File: config.mk
export PLATFORM = sky130hd
export DESIGN_NAME = pidb_cfg
export DESIGN_NICKNAME = d
export VERILOG_FILES = /design/src/pidb_pkg.sv /design/src/pidb_cfg.sv
export SDC_FILE = /design/constraint.sdc
export NUM_CORES = 1
export LEC_CHECK = 0
export BUFFER_PORTS_ARGS = -buffer_cell sky130_fd_sc_hd__buf_2
export CAP_MARGIN = 20
export CORE_UTILIZATION = 55
export CTS_BUF_LIST = sky130_fd_sc_hd__clkbuf_2 sky130_fd_sc_hd__clkbuf_4 sky130_fd_sc_hd__clkbuf_8
export CTS_CLUSTER_SIZE = 8
export DETAILED_ROUTE_END_ITERATION = 6
export PLACE_DENSITY = 0.87
export SETUP_SLACK_MARGIN = 0.2
export SYNTH_ARGS = -nofsm -noshare
export SYNTH_HDL_FRONTEND = slang
export SYNTH_SLANG_ARGS = --single-unit
File: constraint.sdc
create_clock -name clk_i -period 3.42 [get_ports clk_i]
set_clock_uncertainty 0.2 [all_clocks]
set_input_delay 0.342 -clock clk_i [delete_from_list [all_inputs] [get_ports clk_i]]
set_output_delay 0.342 -clock clk_i [all_outputs]
set_load 0.02 [all_outputs]
File: src/pidb_pkg.sv
package pidb_pkg;

  // APB address width: six 32-bit registers at 4-byte spacing
  localparam int ADDR_W = 5;
  localparam int GAIN_W = 24;
  localparam int BAND_W = 31;
  localparam int ERR_W  = 33;

  // register indexes (paddr[4:2])
  localparam logic [2:0] REG_KP       = 3'd0;
  localparam logic [2:0] REG_KI       = 3'd1;
  localparam logic [2:0] REG_KD       = 3'd2;
  localparam logic [2:0] REG_MODE     = 3'd3;
  localparam logic [2:0] REG_BAND     = 3'd4;
  localparam logic [2:0] REG_PWM_MAX  = 3'd5;

  // control modes
  localparam logic [1:0] MODE_PID   = 2'd0;  // plain PID
  localparam logic [1:0] MODE_BAND  = 2'd1;  // I and D only inside band
  localparam logic [1:0] MODE_FORCE = 2'd2;  // integrate inside band, full scale above band
  localparam logic [1:0] MODE_HALF  = 2'd3;  // half ki outside band, full scale above band + 1.0

  localparam logic [31:0] BAND_RST = 32'd65536;

  typedef struct packed {
    logic signed [GAIN_W-1:0] kp;
    logic signed [GAIN_W-1:0] ki;
    logic signed [GAIN_W-1:0] kd;
    logic [1:0]               mode;
    logic [BAND_W-1:0]        band;
  } cfg_t;

  // state clear requests raised by register writes
  typedef struct packed {
    logic integ;  // ki written
    logic all;    // control_mode written
  } clr_t;

endpackage

File: src/pidb_cfg.sv
module pidb_cfg #(
  parameter int PWM_BITS = 16
) (
  input  logic                         clk_i,
  input  logic                         rst_ni,
  input  logic                         psel,
  input  logic                         penable,
  input  logic                         pwrite,
  input  logic [pidb_pkg::ADDR_W-1:0]  paddr,
  input  logic [31:0]                  pwdata,
  output logic [31:0]                  prdata,
  output logic                         pready,
  output pidb_pkg::cfg_t               cfg_o,
  output logic [PWM_BITS-1:0]          pwm_max_o,
  output pidb_pkg::clr_t               clr_o
);

  localparam logic [PWM_BITS-1:0] PWM_RST = PWM_BITS'(32'd65535);

  pidb_pkg::cfg_t      cfg_q;
  logic [PWM_BITS-1:0] pwm_max_q;
  logic                wr;
  logic [2:0]          idx;

  assign wr     = psel && penable && pwrite;
  assign idx    = paddr[4:2];
  assign pready = 1'b1;

  always_ff @(posedge clk_i or negedge rst_ni) begin
    if (!rst_ni) begin
      cfg_q.kp   <= '0;
      cfg_q.ki   <= '0;
      cfg_q.kd   <= '0;
      cfg_q.mode <= pidb_pkg::MODE_PID;
      cfg_q.band <= pidb_pkg::BAND_RST[pidb_pkg::BAND_W-1:0];
      pwm_max_q  <= PWM_RST;
    end else if (wr) begin
      unique case (idx)
        pidb_pkg::REG_KP:      cfg_q.kp   <= pwdata[pidb_pkg::GAIN_W-1:0];
        pidb_pkg::REG_KI:      cfg_q.ki   <= pwdata[pidb_pkg::GAIN_W-1:0];
        pidb_pkg::REG_KD:      cfg_q.kd   <= pwdata[pidb_pkg::GAIN_W-1:0];
        pidb_pkg::REG_MODE:    cfg_q.mode <= pwdata[1:0];
        pidb_pkg::REG_BAND:    cfg_q.band <= pwdata[pidb_pkg::BAND_W-1:0];
        pidb_pkg::REG_PWM_MAX: pwm_max_q  <= pwdata[PWM_BITS-1:0];
        default: ;
      endcase
    end
  end

  always_comb begin
    unique case (idx)
      pidb_pkg::REG_KP:      prdata = 32'(unsigned'(cfg_q.kp));
      pidb_pkg::REG_KI:      prdata = 32'(unsigned'(cfg_q.ki));
      pidb_pkg::REG_KD:      prdata = 32'(unsigned'(cfg_q.kd));
      pidb_pkg::REG_MODE:    prdata = 32'(cfg_q.mode);
      pidb_pkg::REG_BAND:    prdata = 32'(cfg_q.band);
      pidb_pkg::REG_PWM_MAX: prdata = 32'(pwm_max_q);
      default:               prdata = '0;
    endcase
  end

  assign clr_o.integ = wr && (idx == pidb_pkg::REG_KI);
  assign clr_o.all   = wr && (idx == pidb_pkg::REG_MODE);
  assign cfg_o       = cfg_q;
  assign pwm_max_o   = pwm_max_q;

endmodule

==> results.yml <==
detailed_routing:
  drt_pass1_iterations: 5
  drt_iter0_drc: 245
  wire_per_inst_um: 19.9
  vias_per_cell: 5.67
  remaining_drc_errors: 0
  postRouteWirelength_mm: 15.7
  vias: 4470
  ant_nets: 0
grt:
  grt_pass1_vias: 4663
  antenna_found_initial: 0
  grt_start_max_net_pins: 67
  overflow: 0
  gr-usage-all-layers_pct: 29.8
  grt_first_pass_wirelength_mm: 24.6
clock_tree:
  cts_htree_levels: 4
  cts_buffer_depth: 2
  clk_pin_slew_worst_paths_ns: 0.07
  cts_root_buffer: "clkbuf_8"
  cts_tree: "yes"
  cts_resized: 0
  cts.sink_count: 121
  cts_buffers: 17
  clock_latency_ns: 0.42
timing:
  slew_viol_final: 0
  hold_ws_ns: 0.0202
  max_freq_ghz: 0.379
  finalHoldViolations: 0
  rsz0062_at_grt: "false"
  fin_tns_setup_ns: 0
  finalSetupViolCount: 0
  post-route-min-period_ns: 2.64
  relSlewSlack_pct: 31.5
  tightest_slew_ns: 1.02
  timing.final.ws_setup_ns: 0.780
  post-route-period-util_pct: 77.2
yosys:
  synth_most_common_cell: "mux2_2"
  synth_cells: 420
  yosysWarnings: 0
  synth_compound_area_share_pct: 6.40
  yosysUniqueCellTypes: 36
  yosys.area_share.simple_pct: 5.94
  yosysTopAreaCell: "dfrtp_1"
  ys_top_cells_by_count: "108 x mux2_2, 104 x dfrtp_1, 23 x mux2i_1"
  synthAdderAreaFrac_pct: 0
  synth_xor_area_share_pct: 0
  synth_seq_area_share_pct: 53.4
  ys.flop_type: "dfrtp_1"
  muxShareOfSynthArea_pct: 31.0
  synth-seq-cells: 121
  synth_nets: 462
  synth_edf_count: 0
  yosysTopAreaCellShare_pct: 45.6
  synth_area_per_cell_um2: 13.6
  yosys-top-cells-area: "dfrtp_1 46%, mux2_2 21%, dfstp_2 7.8%, mux2_4 5.3%, mux2i_1 4.0%"
  synth_area_um2: 5710
  async_flop_share_pct: 100
  synth_top_family_by_area: "multiplexers"
final_layout:
  fin_nets: 684
  drive_gt1_share_pct: 59.7
  syn2layout_area_growth_pct: 33.9
  final_util_pct: 77.1
  antenna_cells: 0
floorplanning:
  start_util_pct: 57.6
  dieArea_um2: 10800
  design.core.area_um2: 9910
  fp.dieH_um: 104
  die_x_um: 104
  pin_count: 198
  core.rowCount: 36
hold_path:
  min_path_type: "in2reg"
power:
  power.density_nw_per_um2: 651
  leakagePower_nw: 3.84
  total_power_w: 0.00497
  irDropWorstVdd_v: 0.000342
status:
  status: "completed"
worst_setup_path:
  criticalPathCategory: "in2out"
  cp-end-kind: "primary output"
  worst_ep_arrival_time_ns: 2.10
  worst_setup_path_start_kind: "primary input"
  cp_max_fo: 22
  cp_data_required_time_ns: 2.88
place:
  hpwl_mm: 10.1
  portBuffers: 192
  globalplace.congestion: 0.759
  pre_cts_ws_ns: 0.746
flow_run:
  cap_violations: 0
==> flip-flops by register name, indices dropped and copies added, names as in the netlist <==
register and count:
cfg_o 105, pwm_max_o 16
==> final timing paths <==
kind                           start            to  slack, ns  cells after the start
max                         paddr[4]    prdata[16]       0.78                      5
min                        pwdata[1]     cfg_o[32]       0.02                      2
max reg2reg                cfg_o[27]     cfg_o[27]       2.39                      1
min reg2reg                 cfg_o[5]      cfg_o[5]       0.32                      1
max in group asynchronous     rst_ni  pwm_max_o[0]       1.81                      3
min in group asynchronous     rst_ni     cfg_o[43]       0.34                      2
==> per-layer routing <==
layer / GRT usage, % / routed length, um
met1: 35.9 / 6300
met2: 51.0 / 8000
met3: 7.14 / 974
met4: 13.1 / 407
met5: 0 / 0
==> power breakdown <==
part           switching (W)  internal (W)  leakage [nW]
registers           0.000230       0.00174          1.51
clock network       0.000561       0.00106         0.252
logic               0.000793      0.000585          2.08
==> cells by family (layout without fill, tap and decap cells) <==
kind of cell           Yosys count  after routing
buffers and inverters           34            269
other                            2              2
AO/OA/AOI/OAI                   57             57
flip-flops                     121            121
AND/OR/NAND/NOR                 53             53
multiplexers                   153            153
==> critical path, cell delays in order <==
cell	delay (ns)
buf_2	0.35
nor3b_2	0.90
nand2_1	0.16
o211ai_1	0.14
buf_2	0.20
==> per-stage QoR <==
stage               std cells  instance area (um2)
detailed placement        726                 6830
finish                    788                 7640
CTS                       788                 7640
global placement          726                 6830
floorplan                 420                 5710
global route              788                 7640
==> final cells by class <==
class                           count  area, um2
Fill cell                         619       2270
Inverter                            1       3.75
Timing Repair Buffer              236       1410
Clock inverter                     12        244
Tap cell                          133        166
Clock buffer                       20        269
Multi-Input combinational cell    265       2500
Sequential cell                   121       3050
==> cell usage in the layout, fill, tap and decap left out, types with 2 or more instances in the layout <==
cell             n
mux2i_1         23
nand2_1         10
nand3_1          8
clkinvlp_4       2
and2_1           7
o21ai_0         13
dfrtp_1        104
o21a_1           7
buf_2          191
mux2_4          20
nand3b_1         6
nor2b_1          2
bufinv_16        7
nor3b_1          9
a22oi_1          8
buf_4           12
dfstp_2         17
o22ai_1          8
clkinv_2         2
conb_1           2
buf_12           3
dlygate4sd3_1   30
clkbuf_8        19
nor3_4           2
mux2_1           2
o211ai_1         8
a21oi_1         10
mux2_2         108
==> repair_timing <==
| item | in CTS | in global routing |
|---|---|---|
| hold endpoints to repair | 156 | 0 |
| hold buffers | 30 | 0 |
| buffers inserted | 0 | 0 |
Power figures use the tool's default switching activity.
